`config.mk`:
```
export PLATFORM = sky130hd
export DESIGN_NAME = turning_point_state_bit_table_core
export DESIGN_NICKNAME = d
export VERILOG_FILES = /design/src/tpsb_pkg.sv /design/src/tpsb_cell.sv /design/src/turning_point_state_bit_table_core.sv
export SDC_FILE = /design/constraint.sdc
export NUM_CORES = 1
export LEC_CHECK = 0
export BUFFER_PORTS_ARGS = -buffer_cell sky130_fd_sc_hd__buf_2
export CORE_ASPECT_RATIO = 2
export CORE_UTILIZATION = 45
export CTS_CLUSTER_DIAMETER = 40
export DETAILED_ROUTE_END_ITERATION = 8
export PLACE_DENSITY = 0.72
export SETUP_SLACK_MARGIN = 0.2
export SYNTH_ARGS = -nofsm -noshare
export SYNTH_HDL_FRONTEND = slang
export SYNTH_HIERARCHICAL = 1
export SYNTH_SLANG_ARGS = --single-unit
```
`constraint.sdc`:
```
create_clock -name clock -period 6.35 [get_ports clock]
set_input_delay 0.635 -clock clock [delete_from_list [all_inputs] [get_ports clock]]
set_output_delay 0.635 -clock clock [all_outputs]
set_load 0.02 [all_outputs]
```
`src/tpsb_pkg.sv`:
```
// Shared constants, types and helpers for the turning-point state bit table.
package tpsb_pkg;

   // Table geometry.
   localparam int NUM_SLOTS  = 4;
   localparam int LIST_DEPTH = 8;
   localparam int BATCH      = 2;

   // Field widths fixed by the item format.
   localparam int SLOT_W  = 2;
   localparam int POINT_W = 16;
   localparam int BIT_W   = 2;
   localparam int CNT4_W  = 4;

   // Derived widths.
   localparam int SLOT_IDX_W = (NUM_SLOTS > 1) ? $clog2(NUM_SLOTS) : 1;
   localparam int CNT_W      = $clog2(LIST_DEPTH + 1);

   // State bit codes in 2-bit two's complement.
   localparam logic [BIT_W-1:0] BIT_POS  = 2'b01;
   localparam logic [BIT_W-1:0] BIT_NEG  = 2'b11;
   localparam logic [BIT_W-1:0] BIT_ZERO = 2'b00;

   // Rounding to a multiple of the batch size.
   localparam bit BATCH_POW2 = ((BATCH & (BATCH - 1)) == 0);
   localparam logic [32:0] BATCH_RECIP = 33'(((64'd1 << 32) + 64'(BATCH) - 64'd1) / 64'(BATCH));
   localparam logic [POINT_W-1:0] BATCH_MASK = POINT_W'(BATCH - 1);

   // Slot, point and offset broadcast from the control logic to every cell of the chain.
   typedef struct packed {
      logic [SLOT_IDX_W-1:0] slot_idx;
      logic [POINT_W-1:0]    point;
      logic [POINT_W-1:0]    offset;
   } tpsb_cmd_type;

   // Compare results that each cell reports back.
   typedef struct packed {
      logic lt;
      logic eq;
   } tpsb_stat_type;

   // Round a value count down to a multiple of the batch size.
   function automatic logic [POINT_W-1:0] round_point(input logic [POINT_W-1:0] vc);
      logic [48:0]        prod;
      logic [POINT_W-1:0] quot;
      if (BATCH_POW2) begin
         return vc & ~BATCH_MASK;
      end
      prod = {33'b0, vc} * {16'b0, BATCH_RECIP};
      quot = prod[47:32];
      return POINT_W'(32'(quot) * BATCH);
   endfunction

   // Present a list count on the 4-bit result field.
   function automatic logic [CNT4_W-1:0] to_count4(input logic [CNT_W-1:0] cnt);
      logic [CNT_W+CNT4_W-1:0] ext;
      ext = {{CNT4_W{1'b0}}, cnt};
      return ext[CNT4_W-1:0];
   endfunction

endpackage

```
`src/tpsb_cell.sv`:
```
// One position of the sorted turning-point lists, holding that position for every slot.
module tpsb_cell import tpsb_pkg::*; (
   input  logic                clock,
   input  tpsb_cmd_type        cmd,
   input  logic                ins_en,
   input  logic                rm_en,
   input  logic                entry_valid,
   input  logic [POINT_W-1:0]  prev_point,
   input  logic                prev_lt,
   input  logic [POINT_W-1:0]  next_point,
   input  logic                parity_in,
   output logic [POINT_W-1:0]  cur_point,
   output tpsb_stat_type       stat,
   output logic                parity_out
);

   logic [POINT_W-1:0] pt_ff [NUM_SLOTS];
   logic [POINT_W-1:0] pt_in;
   logic               wr_en;
   logic               le;

   // Read the entry of the addressed slot.
   assign cur_point = pt_ff[cmd.slot_idx];

   // Compare against the flip point and the query offset.
   always_comb begin
      stat.lt = entry_valid && (cur_point < cmd.point);
      stat.eq = entry_valid && (cur_point == cmd.point);
      le      = entry_valid && (cur_point <= cmd.offset);
   end

   // The query parity is handed down the chain.
   assign parity_out = parity_in ^ le;

   // Insert takes the new point at its sorted place and shifts the tail right;
   // removal shifts the tail left over the matching entry.
   always_comb begin
      wr_en = 1'b0;
      pt_in = cur_point;
      if (ins_en && !stat.lt) begin
         wr_en = 1'b1;
         pt_in = prev_lt ? cmd.point : prev_point;
      end else if (rm_en && !stat.lt) begin
         wr_en = 1'b1;
         pt_in = next_point;
      end
   end

   // Entry storage, written for the addressed slot only.
   always_ff @(posedge clock) begin
      if (wr_en) begin
         pt_ff[cmd.slot_idx] <= pt_in;
      end
   end

endmodule

```
`src/turning_point_state_bit_table_core.sv`:
```
// Top level of the turning-point state bit table: slot state, cell chain and result register.
//
// Every slot keeps a base state bit and a sorted list of turning points spread across a
// chain of LIST_DEPTH cells, one list position per cell. For each item, all cells
// compare the addressed slot's entries at once, a flip shifts the list tail by one cell
// toward its neighbor, and a query passes a parity bit down the chain. The result sits in an
// output register, so a new beat is accepted every cycle while the result side keeps up;
// the request side stalls only while a finished result waits to be taken. The point lists
// have no reset; only entries below a slot's count are ever used.
module turning_point_state_bit_table_core import tpsb_pkg::*; (
   input  logic        clock,
   input  logic        reset,
   input  logic        req_tvalid,
   output logic        req_tready,
   // [1:0] slot, [2] fixed_slot, [18:3] offset, [34:19] value_count, [39:35] zero
   input  logic [39:0] req_tdata,
   // [0] mode
   input  logic [0:0]  req_tuser,
   output logic        rsp_tvalid,
   input  logic        rsp_tready,
   // [1:0] bit_value, [5:2] point_count, [6] overflow, [7] zero
   output logic [7:0]  rsp_tdata
);

   // Request fields.
   logic                  mode;
   logic [SLOT_W-1:0]     slot;
   logic                  fixed_slot;
   logic [POINT_W-1:0]    offset;
   logic [POINT_W-1:0]    value_count;
   logic                  accept;
   logic                  slot_ok;
   logic [SLOT_IDX_W+SLOT_W-1:0] slot_ext;
   logic [SLOT_IDX_W-1:0] idx;

   // Slot state.
   logic                  neg_ff   [NUM_SLOTS];
   logic [CNT_W-1:0]      total_ff [NUM_SLOTS];
   logic [CNT_W-1:0]      total;

   // Chain wiring.
   tpsb_cmd_type          cmd;
   logic                  ins_en;
   logic                  rm_en;
   tpsb_stat_type         stat    [LIST_DEPTH];
   logic [POINT_W-1:0]    cur_pt  [LIST_DEPTH];
   logic [LIST_DEPTH-1:0] ent_valid;
   logic [LIST_DEPTH-1:0] eq_vec;
   logic [LIST_DEPTH:0]   parity;
   logic                  found;
   logic                  full;

   // Result register.
   logic                  rsp_valid_ff;
   logic [BIT_W-1:0]      bit_ff;
   logic [CNT4_W-1:0]     cnt_ff;
   logic                  ovf_ff;
   logic [BIT_W-1:0]      bit_in;
   logic [CNT4_W-1:0]     cnt_in;
   logic                  ovf_in;
   logic [CNT_W-1:0]      total_in;

   // Unpack the request beat.
   assign mode        = req_tuser[0];
   assign slot        = req_tdata[1:0];
   assign fixed_slot  = req_tdata[2];
   assign offset      = req_tdata[18:3];
   assign value_count = req_tdata[34:19];

   assign req_tready = !rsp_valid_ff || rsp_tready;
   assign accept     = req_tvalid && req_tready;

   // Slot decode; slots past the table answer zeros and change nothing.
   assign slot_ok  = (32'(slot) < NUM_SLOTS);
   assign slot_ext = {{SLOT_IDX_W{1'b0}}, slot};
   assign idx      = slot_ext[SLOT_IDX_W-1:0];
   assign total    = total_ff[idx];

   // Command broadcast to the cells.
   always_comb begin
      cmd.slot_idx = idx;
      cmd.point    = round_point(value_count);
      cmd.offset   = offset;
   end

   // Insert and remove strobes, decided from the cells' compare results.
   assign ins_en = accept && mode && slot_ok && !found && !full;
   assign rm_en  = accept && mode && slot_ok && found;

   assign full      = (32'(total) >= LIST_DEPTH);
   assign parity[0] = 1'b0;

   // The cell chain.
   for (genvar i = 0; i < LIST_DEPTH; i++) begin : g_cell
      logic [POINT_W-1:0] prev_point;
      logic               prev_lt;
      logic [POINT_W-1:0] next_point;

      assign ent_valid[i] = (32'(total) > i);
      assign eq_vec[i]    = stat[i].eq;

      if (i == 0) begin : g_head
         assign prev_point = '0;
         assign prev_lt    = 1'b1;
      end else begin : g_body
         assign prev_point = cur_pt[i-1];
         assign prev_lt    = stat[i-1].lt;
      end

      if (i == LIST_DEPTH - 1) begin : g_tail
         assign next_point = '0;
      end else begin : g_inner
         assign next_point = cur_pt[i+1];
      end

      tpsb_cell u_cell (
         .clock       (clock),
         .cmd         (cmd),
         .ins_en      (ins_en),
         .rm_en       (rm_en),
         .entry_valid (ent_valid[i]),
         .prev_point  (prev_point),
         .prev_lt     (prev_lt),
         .next_point  (next_point),
         .parity_in   (parity[i]),
         .cur_point   (cur_pt[i]),
         .stat        (stat[i]),
         .parity_out  (parity[i+1])
      );
   end

   assign found = |eq_vec;

   // Result of the current beat and the slot's next count.
   always_comb begin
      bit_in   = BIT_ZERO;
      ovf_in   = 1'b0;
      total_in = total;
      if (ins_en) begin
         total_in = total + CNT_W'(1);
      end else if (rm_en) begin
         total_in = total - CNT_W'(1);
      end
      if (slot_ok) begin
         if (mode) begin
            bit_in = neg_ff[idx] ? BIT_POS : BIT_NEG;
            ovf_in = !found && full;
         end else if (!fixed_slot) begin
            bit_in = (neg_ff[idx] ^ parity[LIST_DEPTH]) ? BIT_NEG : BIT_POS;
         end
         cnt_in = to_count4(total_in);
      end else begin
         cnt_in = '0;
      end
   end

   // Base bits and counts per slot.
   always_ff @(posedge clock) begin
      if (reset) begin
         for (int s = 0; s < NUM_SLOTS; s++) begin
            neg_ff[s]   <= 1'b0;
            total_ff[s] <= '0;
         end
      end else if (accept && mode && slot_ok) begin
         neg_ff[idx]   <= !neg_ff[idx];
         total_ff[idx] <= total_in;
      end
   end

   // Output register: valid has reset, payload has none.
   always_ff @(posedge clock) begin
      if (reset) begin
         rsp_valid_ff <= 1'b0;
      end else if (accept) begin
         rsp_valid_ff <= 1'b1;
      end else if (rsp_tready) begin
         rsp_valid_ff <= 1'b0;
      end
   end

   always_ff @(posedge clock) begin
      if (accept) begin
         bit_ff <= bit_in;
         cnt_ff <= cnt_in;
         ovf_ff <= ovf_in;
      end
   end

   assign rsp_tvalid = rsp_valid_ff;
   assign rsp_tdata  = {1'b0, ovf_ff, cnt_ff, bit_ff};

   // An overflow is only reported against a full list.
   a_ovf_full: assert property (@(posedge clock) disable iff (reset)
      (rsp_tvalid && ovf_ff) |-> (cnt_ff == to_count4(CNT_W'(LIST_DEPTH))))
      else $error("overflow reported on a list that is not full");

   // Slot 0's list never grows past its depth.
   a_total_bound: assert property (@(posedge clock) disable iff (reset)
      (32'(total_ff[0]) <= LIST_DEPTH))
      else $error("slot 0 point count exceeds list depth");

   // A flip always negates the addressed slot's base bit.
   a_flip_negates: assert property (@(posedge clock) disable iff (reset)
      (accept && mode && slot_ok) |=> (neg_ff[$past(idx)] != $past(neg_ff[idx])))
      else $error("flip did not negate the base bit");

   // Insert and remove never fire together.
   a_ins_rm_excl: assert property (@(posedge clock) disable iff (reset)
      !(ins_en && rm_en))
      else $error("insert and remove issued in the same cycle");

endmodule
```
* Word level (Yosys, flattened, before mapping)
Memories as Yosys holds them, arrays and structs flattened.
Cells that the tools add are included.
** Word-level totals
- Input bits :: 45
- Memories :: 10
- RAM bits :: 532
- Bits in registers :: 8
- Output and inout bits :: 10
- Word-level logic and storage cells :: 194
** Memory list
- g_cell[0].u_cell.pt_ff :: words 4, width 16, read ports 1, clocked after memory_dff 0, write ports 1, line tpsb_cell.sv:17 : logic [POINT_W-1:0] pt_ff [NUM_SLOTS];
- g_cell[1].u_cell.pt_ff :: words 4, width 16, read ports 1, clocked after memory_dff 0, write ports 1, line tpsb_cell.sv:17
- g_cell[2].u_cell.pt_ff :: words 4, width 16, read ports 1, clocked after memory_dff 0, write ports 1, line tpsb_cell.sv:17
- g_cell[3].u_cell.pt_ff :: words 4, width 16, read ports 1, clocked after memory_dff 0, write ports 1, line tpsb_cell.sv:17
- g_cell[4].u_cell.pt_ff :: words 4, width 16, read ports 1, clocked after memory_dff 0, write ports 1, line tpsb_cell.sv:17
- g_cell[5].u_cell.pt_ff :: words 4, width 16, read ports 1, clocked after memory_dff 0, write ports 1, line tpsb_cell.sv:17
- 4 more memories
** Operators by class
- Magnitude comparators :: 25
- Eq/ne operators :: 8
- Add/subtract/negate cells :: 2
- Reduce and logical (&&, ||, !) cells :: 63
- Muxes and demuxes :: 74
- Bitwise gates (word level) :: 8
** Operators with widths (count)
- 16-bit 2-to-1 mux :: 23
- 16-bit equality test :: 8
- 16-bit less-or-equal comparator :: 8
- 16-bit < comparator :: 8
- 1-bit logical AND :: 46
- 1-bit 2-to-1 mux :: 42
- 4-bit by 3-bit greater-than comparator with 1-bit output (second input constant) :: 4
- 1-bit logical NOT :: 12
- 2-bit 2-to-1 mux :: 6
- 4-bit 2-to-1 mux :: 3
- 4-bit by 1-bit greater-than comparator with 1-bit output (second input constant) :: 2
- 4-bit by 2-bit greater-than comparator with 1-bit output (second input constant) :: 2
- 8-bit OR reduction :: 1
- 1-bit bitwise XOR :: 8
- 4-bit by 1-bit adder with 4-bit output (second input constant) :: 1
- 4-bit >= comparator (second input constant) :: 1
- 4-bit OR reduction :: 1
- 4-bit by 1-bit subtractor with 4-bit output (second input constant) :: 1
- 2-bit nonzero test :: 1
- 1-bit logical OR :: 1
- 1-bit OR reduction :: 1

* Longest topological paths before layout
Gate-level depths: netlist of the first run.
An unclocked memory read counts as a cell.
- Word-level depth :: 14
- Gate-level depth with buffers :: 33
- Gate-level depth less buffers :: 32

* Hierarchy
The synthesis of the first run kept the hierarchy.
** Modules (own cells, without submodules)
- tpsb_cell (g_cell[0].u_cell ...) :: instances 6, seq. area each 1921.8 µm², area each 3972.6 µm², cells each 319
- tpsb_cell (g_cell[7].u_cell) :: instances 1, seq. area each 1921.8 µm², area each 4007.6 µm², cells each 322
- tpsb_cell (g_cell[2].u_cell) :: instances 1, seq. area each 1921.8 µm², area each 3973.8 µm², cells each 322
- turning_point_state_bit_table_core :: instances 1, seq. area each 830.8 µm², area each 1483.9 µm², cells each 124

* Worst setup path after synthesis of the first run
No wires, ideal clock.
- Path type :: input-to-reg
- Start point :: in req_tdata[0]
- End point :: mem g_cell[0].u_cell.pt_ff[3][0] (enable)
- Stages on the path :: 15
- Arrival time :: 5684 ps
- Setup time :: 431 ps
- Required time :: 5919 ps
- Setup slack :: 235 ps
- Path buffers :: 3
- Cells stage by stage :: buf_2 > mux4_2 > inv_1 > ha_1 > o21ai_0 > and4_1 > and3_1 > or4_1 > nor2_2 > nand4_1 > inv_1 > clkbuf_1 > nor2_1 > clkbuf_1 > nor4bb_1
** Between the ends
- Cells in the longest elaborated chain, start to end :: 11
- Elaborated cells between the ends (all ways) :: 49
- Classes of those cells :: order compare (10); eq/ne (8); mux (4); reduce/logical (18); memory (9)
** Ends and longest elaborated chain
- start: declaration :: line turning_point_state_bit_table_core.sv:16 : input logic [39:0] req_tdata,
- memory 4 x 4 bit
- 4-bit by 1-bit greater-than comparator with 1-bit output :: line turning_point_state_bit_table_core.sv:99 : assign ent_valid[i] = (32'(total) > i);
- net ent_valid[1] :: line turning_point_state_bit_table_core.sv:47 : logic [LIST_DEPTH-1:0] ent_valid;
- 1-bit logical AND :: line tpsb_cell.sv:28 : stat.eq = entry_valid && (cur_point == cmd.point);
- net eq_vec[1] :: line turning_point_state_bit_table_core.sv:48 : logic [LIST_DEPTH-1:0] eq_vec;
- 8-bit OR reduction :: line turning_point_state_bit_table_core.sv:132 : assign found = |eq_vec;
- 1-bit logical NOT :: line turning_point_state_bit_table_core.sv:87 : assign ins_en = accept && mode && slot_ok && !found && !full;
- 1-bit logical AND (2 in a row) :: line turning_point_state_bit_table_core.sv:87
- net ins_en :: line turning_point_state_bit_table_core.sv:43 : logic ins_en;
- 1-bit logical AND :: line tpsb_cell.sv:40 : if (ins_en && !stat.lt) begin
- 1-bit 2-to-1 mux :: line tpsb_cell.sv:40
- 1-bit 2-to-1 mux :: line tpsb_cell.sv:51 : if (wr_en) begin
- 1-bit 2-to-1 mux (implied by the code) :: line tpsb_cell.sv:52 : pt_ff[cmd.slot_idx] <= pt_in;
- end: declaration :: line tpsb_cell.sv:17
The timed path passes the listed nets, and every way through them passes these cells.

* Final worst setup path of the first run
- Start point :: mem g_cell[0].u_cell.pt_ff[3][7]
- End point :: reg bit_ff[1] (data pin)
** Between the ends
- Cells in the longest elaborated chain, start to end :: 14
** Ends and longest elaborated chain
- memory 4 x 16 bit
- net g_cell[1].prev_point[7] :: line turning_point_state_bit_table_core.sv:95 : logic [POINT_W-1:0] prev_point;
- 16-bit less-or-equal comparator :: line tpsb_cell.sv:29 : le = entry_valid && (cur_point <= cmd.offset);
- 1-bit logical AND :: line tpsb_cell.sv:29
- net parity[1] :: line turning_point_state_bit_table_core.sv:49 : logic [LIST_DEPTH:0] parity;
- 1-bit bitwise XOR :: line tpsb_cell.sv:33 : assign parity_out = parity_in ^ le;
- net parity[2] :: line turning_point_state_bit_table_core.sv:49
- 1-bit bitwise XOR :: line tpsb_cell.sv:33
- net parity[3] :: line turning_point_state_bit_table_core.sv:49
- (+1 left out)
- net parity[4] :: line turning_point_state_bit_table_core.sv:49
- (+1 left out)
- net parity[5] :: line turning_point_state_bit_table_core.sv:49
- (+1 left out)
- net parity[6] :: line turning_point_state_bit_table_core.sv:49
- (+1 left out)
- net parity[7] :: line turning_point_state_bit_table_core.sv:49
- 1-bit bitwise XOR :: line tpsb_cell.sv:33
- net parity[8] :: line turning_point_state_bit_table_core.sv:49
- 1-bit bitwise XOR :: line turning_point_state_bit_table_core.sv:149 : bit_in = (neg_ff[idx] ^ parity[LIST_DEPTH]) ? BIT_NEG : BIT_POS;
- 2-bit 2-to-1 mux :: line turning_point_state_bit_table_core.sv:149
- 2-bit 2-to-1 mux :: line turning_point_state_bit_table_core.sv:148 : end else if (!fixed_slot) begin
- 2-bit 2-to-1 mux :: line turning_point_state_bit_table_core.sv:145 : if (mode) begin
- net bit_in[1] :: line turning_point_state_bit_table_core.sv:58 : logic [BIT_W-1:0] bit_in;
- end signal: assignment :: line turning_point_state_bit_table_core.sv:183 : bit_ff <= bit_in;
- end: declaration :: line turning_point_state_bit_table_core.sv:55 : logic [BIT_W-1:0] bit_ff;
The timed path passes the listed nets, and every way through them passes these cells.
A chain may end at the register's enable or synchronous reset.

==> impl_metrics.json, run 1 <==
{
  "fill_cells": 6021,
  "fin_ws_ns": -0.1219,
  "antenna_left": 0,
  "synthAdderAreaFrac_pct": 9.731,
  "synthArstFlopShare_pct": 0,
  "synthMuxAreaShare_pct": 13.42,
  "ys_seq_area_share_pct": 48.66,
  "hold_ws_ns": 0.3003,
  "dr.pass1.iters": 6,
  "crit_path_start": "g_cell[0].u_cell/pt_ff[3][7]",
  "grt_overflow": 0,
  "yosysMostFrequentCell": "edfxtp_1",
  "multi_input_comb_area_um2": 15810,
  "antenna_found_initial": 6,
  "r2r_setup_slack_ns": -0.12,
  "fin_crit_sh_pct": 101.9,
  "drt_iter0_drc": 2174,
  "clock-root-buffer": "clkbuf_16",
  "cts_inserted_buffers": 47,
  "relSlewSlack_pct": 32.59,
  "final-seq-area_um2": 16210,
  "critPathLaunchType": "flip-flop",
  "synth.cell_area_um2": 33300,
  "grt_setup_unrepaired": "yes",
  "synth_compound_area_share_pct": 10.62,
  "fp.dieW_um": 194.4,
  "synthSimpleGateAreaFrac_pct": 12.34,
  "placedCellCount": 3867,
  "worst-path-max-fanout": 3,
  "gp_congestion": 1.006,
  "grt_util_all_layers_pct": 29.16,
  "instances_no_fill": 3964,
  "clock.fmax_mhz": 154.5,
  "yosysTopAreaCellShare_pct": 48.60,
  "synth_flop_cell": "edfxtp_1",
  "dp_hpwl_um": 79400,
  "end_kind": "flip-flop",
  "final_area_um2": 38610,
  "synth_cell_types": 61,
  "wl_um": 110100,
  "drive_gt1_share_pct": 26.23,
  "area_growth_pct": 15.94,
  "synth-edff-count": 539,
  "setup_tns_ns": -0.1219,
  "rows": 140,
  "power_density_nw_per_um2": 235.6,
  "synthCells": 2682,
  "violations": "setup timing",
  "clock_sinks": 540,
  "synth_seq_cells": 540,
  "yosysTopAreaCell": "edfxtp_1",
  "io_buffers": 47,
  "hold_viol_final": 0,
  "htreeDepth": 2,
  "design.final.nets": 3304,
  "outcome": "finished with violations",
  "cts_tree": "done",
  "critPathArrivalTime_ns": 6.81,
  "ios": 55,
  "dpl_cell_area_um2": 36790,
  "netlist_top_cells_count": "edfxtp_1 (539), nand2_1 (319), ha_1 (259), inv_1 (259), mux4_2 (133)",
  "grt_pass1_vias": 25900,
  "clk_latency_ns": 0.61,
  "critPathSlowestCell": "mux4_2",
  "synthTopCellsByArea": "edfxtp_1 (49%), ha_1 (9.7%), mux4_2 (9.0%), mux2_2 (4.4%), nand2_1 (3.6%)",
  "hp-class": "in -> reg",
  "synth_top_family_by_area": "multiplexers",
  "clk_path_buf_depth": 3,
  "crit_type": "reg -> reg",
  "die_area_um2": 75160,
  "maxCapViolCount": 0,
  "synth-xor-area-share_pct": 0.07890,
  "setup_viol": 1,
  "ys_warn_count": 6,
  "leakagePower_nw": 15.11,
  "cts.clk_slew.worst_paths_ns": 0.07,
  "hp-start": "reset",
  "cp.required_ns": 6.68,
  "route.detailed.drc": 0,
  "wire_per_inst_um": 27.78,
  "num_vias": 24880,
  "floorplan.initialDensity_pct": 45.59,
  "place_ws_ns": -0.4421,
  "core_um2": 73050,
  "avgSynthCellArea_um2": 12.42,
  "maxSlewViolCount": 0,
  "die_h_um": 386.7,
  "viasPerCell": 6.277,
  "min_period_ns": 6.472,
  "rr_startpoint": "g_cell[0].u_cell/pt_ff[3][7]",
  "grt_pass1_wl_um": 161100,
  "cpPeakStageDelay_ns": 0.54,
  "vdd_drop_max_v": 0.0001945,
  "worst_clock_skew_ns": 0.03111,
  "grt_max_degree": 66,
  "cp_common_cell": "nand3b_1",
  "worst_pin_slew_ns": 1.009
}
path summary, 6_finish.rpt:
path	end	cells past startpoint
worst max-delay path	bit_ff[1]	32
worst max register to register	bit_ff[1]	32
worst min-delay path	rsp_tvalid	2
worst min register to register	neg_ff[2]	1
sequential cells by signal (all words and copies together), names as in the netlist:
| signal | flops |
|---|---|
| neg_ff | 4 |
| total_ff | 16 |
| g_cell.u_cell/pt_ff | 512 |
| bit_ff | 2 |
| cnt_ff | 4 |
| rsp_tvalid | 1 |
| ovf_ff | 1 |
layer usage:
layer | part of all wire, % | track usage (%) | vias to the layer above
met4 | 11 | 28.54 | 8
met1 | 32 | 29.74 | 12190
met2 | 49 | 50.17 | 1249
met5 | 0.041 | 0 | -
li1 | - | - | 10880
met3 | 7.0 | 4.559 | 553
cells by family after synthesis:
| group | Yosys count |
|---|---|
| and+or+nand+nor | 751 |
| DFF | 540 |
| AOI/OAI and AO/OA | 459 |
| buffers and inverters | 404 |
| muxes | 264 |
| adders and majority gates | 259 |
| xor gates and xnor gates | 3 |
| other | 2 |
through the flow:
| stage | total power, mW | util, % |
|---|---|---|
| final | 9.097 | 52.86 |
| after floorplan | 5.358 | - |
| after CTS | 9.062 | 52.75 |
| after detailed placement | 6.063 | 50.36 |
| after global routing | 9.350 | 52.85 |
| after global placement | 5.980 | 50.36 |
power breakdown:
part           internal [mW]  switching [mW]
Combinational          0.766            1.21
Clock                   1.64            1.39
Sequential              4.09          0.0165
Total                   6.49            2.61
repair_timing:
item                                    4_1_cts  5_1_grt
cloned                                        0        0
buffers inserted                              4        3
pin swaps                                    14       18
endpoints found under the hold margin         0        0
resized for setup                             9       14
hold buffers                                  0        0
endpoints found under the setup margin        1        1
area by class of cell:
type,count,area share [%]
Sequential cell,540,41.97
Multi-Input combinational cell,1789,40.95
Timing Repair Buffer,361,7.272
Clock buffer,52,3.150
Tap cell,923,2.991
Inverter,261,2.544
Clock inverter,36,1.105
Antenna cell,2,0.01296
critical path: cells and delay by family (launching register included):
family                   cells  cell delay (ns)
buffers and inverters        1             0.18
AO/OA/AOI/OAI                7             0.92
adder cells (fa/ha/maj)      1             0.30
multiplexers                 2             0.71
AND/OR/NAND/NOR             21             3.71
flip-flops                   1             0.36
cell usage in the layout (no fill, tap or decap), drive strengths merged, types with 99 or more instances in the layout:
cell type and count:
edfxtp 539, buf 361, nand2 319, inv 268, ha 259, mux4 133
mux2 129, a32oi 128, a211o 128, and2 120, a21oi 99
Power figures use the tool's default switching activity.
==> run 2: changes to the inputs <==
- GPL_TIMING_DRIVEN: not set -> 0
==> run 2 against run 1 <==
Against the previous run: the flow now finishes without violations; setup slack better by 0.45 ns; sequential share of layout area up 1.2 points; critical path depth down 1; global-route usage down 2.9 points; non-clock buffer count down 92; critical endpoint unchanged; largest cell class unchanged; first-iteration DRC count down 23%.
==> impl_metrics.json, run 2 (synthesis results as in run 1) <==
{
  "crit_type": "reg -> reg",
  "clk_latency_ns": 0.60,
  "setup_viol": 0,
  "rr_worst_depth": 31,
  "route.detailed.drc": 0,
  "fp.dieW_um": 194.4,
  "leakagePower_nw": 14.32,
  "relSlewSlack_pct": 29.04,
  "min_period_ns": 6.026,
  "grt_max_degree": 25,
  "hold_viol_final": 0,
  "drive_gt1_share_pct": 20.36,
  "wire_per_inst_um": 25.64,
  "critPathLaunchType": "flip-flop",
  "grt_pass1_vias": 23940,
  "num_vias": 23750,
  "area_growth_pct": 12.78,
  "clk_path_buf_depth": 3,
  "grt_overflow": 0,
  "floorplan.initialDensity_pct": 45.59,
  "hold_depth": 2,
  "clock.fmax_mhz": 165.9,
  "core_um2": 73050,
  "cts_inserted_buffers": 45,
  "placedCellCount": 3733,
  "end_kind": "flip-flop",
  "vdd_drop_max_v": 0.0002075,
  "grt_setup_unrepaired": "yes",
  "cpPeakStageDelay_ns": 0.62,
  "drt_iter0_drc": 1675,
  "fin_crit_sh_pct": 94.90,
  "power_density_nw_per_um2": 231.7,
  "antenna_left": 0,
  "maxCapViolCount": 0,
  "postCtsHoldBufs": 0,
  "largest_reg_flops": 512,
  "die_h_um": 386.7,
  "grt_util_all_layers_pct": 26.29,
  "wl_um": 99140,
  "cp.required_ns": 6.71,
  "viasPerCell": 6.144,
  "dp_hpwl_um": 72490,
  "maxSlewViolCount": 0,
  "worst-path-max-fanout": 4,
  "io_buffers": 45,
  "antenna_found_initial": 5,
  "rows": 140,
  "setup_tns_ns": 0,
  "clock-root-buffer": "clkbuf_16",
  "instances_no_fill": 3866,
  "layout_commonest_cell": "edfxtp_1",
  "largest-register": "g_cell.u_cell/pt_ff",
  "gp_congestion": 0.9935,
  "clock_sinks": 540,
  "worst_clock_skew_ns": 0.01801,
  "cts_tree": "done",
  "critPathArrivalTime_ns": 6.38,
  "final_cell_mix": "edfxtp_1 (539), nand2_1 (319), inv_1 (258), ha_1 (257), mux4_2 (133)",
  "critPathSlowestCell": "mux4_2",
  "grt_pass1_wl_um": 147000,
  "dr.pass1.iters": 5,
  "cts.clk_slew.worst_paths_ns": 0.07,
  "htreeDepth": 2,
  "outcome": "completed",
  "reg_top3": "g_cell.u_cell/pt_ff x512, total_ff x16",
  "finalPower_mw": 8.702,
  "die_area_um2": 75160,
  "ios": 55,
  "hp-class": "in -> reg",
  "worst_pin_slew_ns": 1.055,
  "design.final.nets": 3210,
  "cp_common_cell": "nand3b_1"
}
[run 2: per-stage QoR]
stage	setup WS, ns	hold slack, ns	cell area (um2)	utilization [%]
2_1_floorplan	0.2351	0.5248	33490	-
3_3_place_gp	-3.749	0.5547	34870	47.74
3_5_place_dp	-1.139	0.5906	35640	48.79
4_1_cts	0.2169	0.2843	37260	51.00
5_1_grt	-0.01464	0.2980	37550	51.41
6_report	0.3239	0.2945	37560	51.41
[run 2: area by class of cell]
type	instances	area, um2
clock inverter	28	307.8
inverter	261	983.4
clock buffer	55	1164
antenna	1	2.502
sequential	540	16210
multi-input combinational	1789	15980
fill	6220	35490
timing repair buffer	126	1025
buffer	143	737.0
tap	923	1155
[run 2: critical path: cells and delay by family, from the launching register on]
family / cells / cell delay (ns)
DFF: 1 / 0.36
muxes: 2 / 0.76
AOI/OAI and AO/OA: 8 / 1.05
adders and majority gates: 1 / 0.31
and+or+nand+nor: 20 / 3.29
[run 2: worst paths after layout]
| check | endpoint | startpoint | slack [ns] |
|---|---|---|---|
| max | bit_ff[1] | g_cell[0].u_cell/pt_ff[3][8] | 0.32 |
| max reg2reg | bit_ff[1] | g_cell[0].u_cell/pt_ff[3][8] | 0.32 |
| min | bit_ff[0] | req_tdata[2] | 0.29 |
| min reg2reg | neg_ff[2] | neg_ff[2] | 0.59 |
[run 2: power breakdown]
group / internal (mW) / leakage, nW / switching, mW / total (mW)
clock: 1.50 / 0.712 / 1.29 / 2.79
sequential: 4.09 / 4.89 / 0.0149 / 4.10
combinational: 0.694 / 8.72 / 1.11 / 1.81
[run 2: what timing repair did]
action,in CTS,in global routing
setup buffers,18,31
pin swaps,12,25
endpoints found under the setup margin,749,388
resized for setup,5,20
[run 2: routing by layer]
metal  GRT usage (%)  wire [um]  share of wire [%]
met1           26.84      33410                 34
met2           47.19      50930                 51
met3           3.748       5499                5.5
met4           21.95       9237                9.3
met5               0         62              0.063
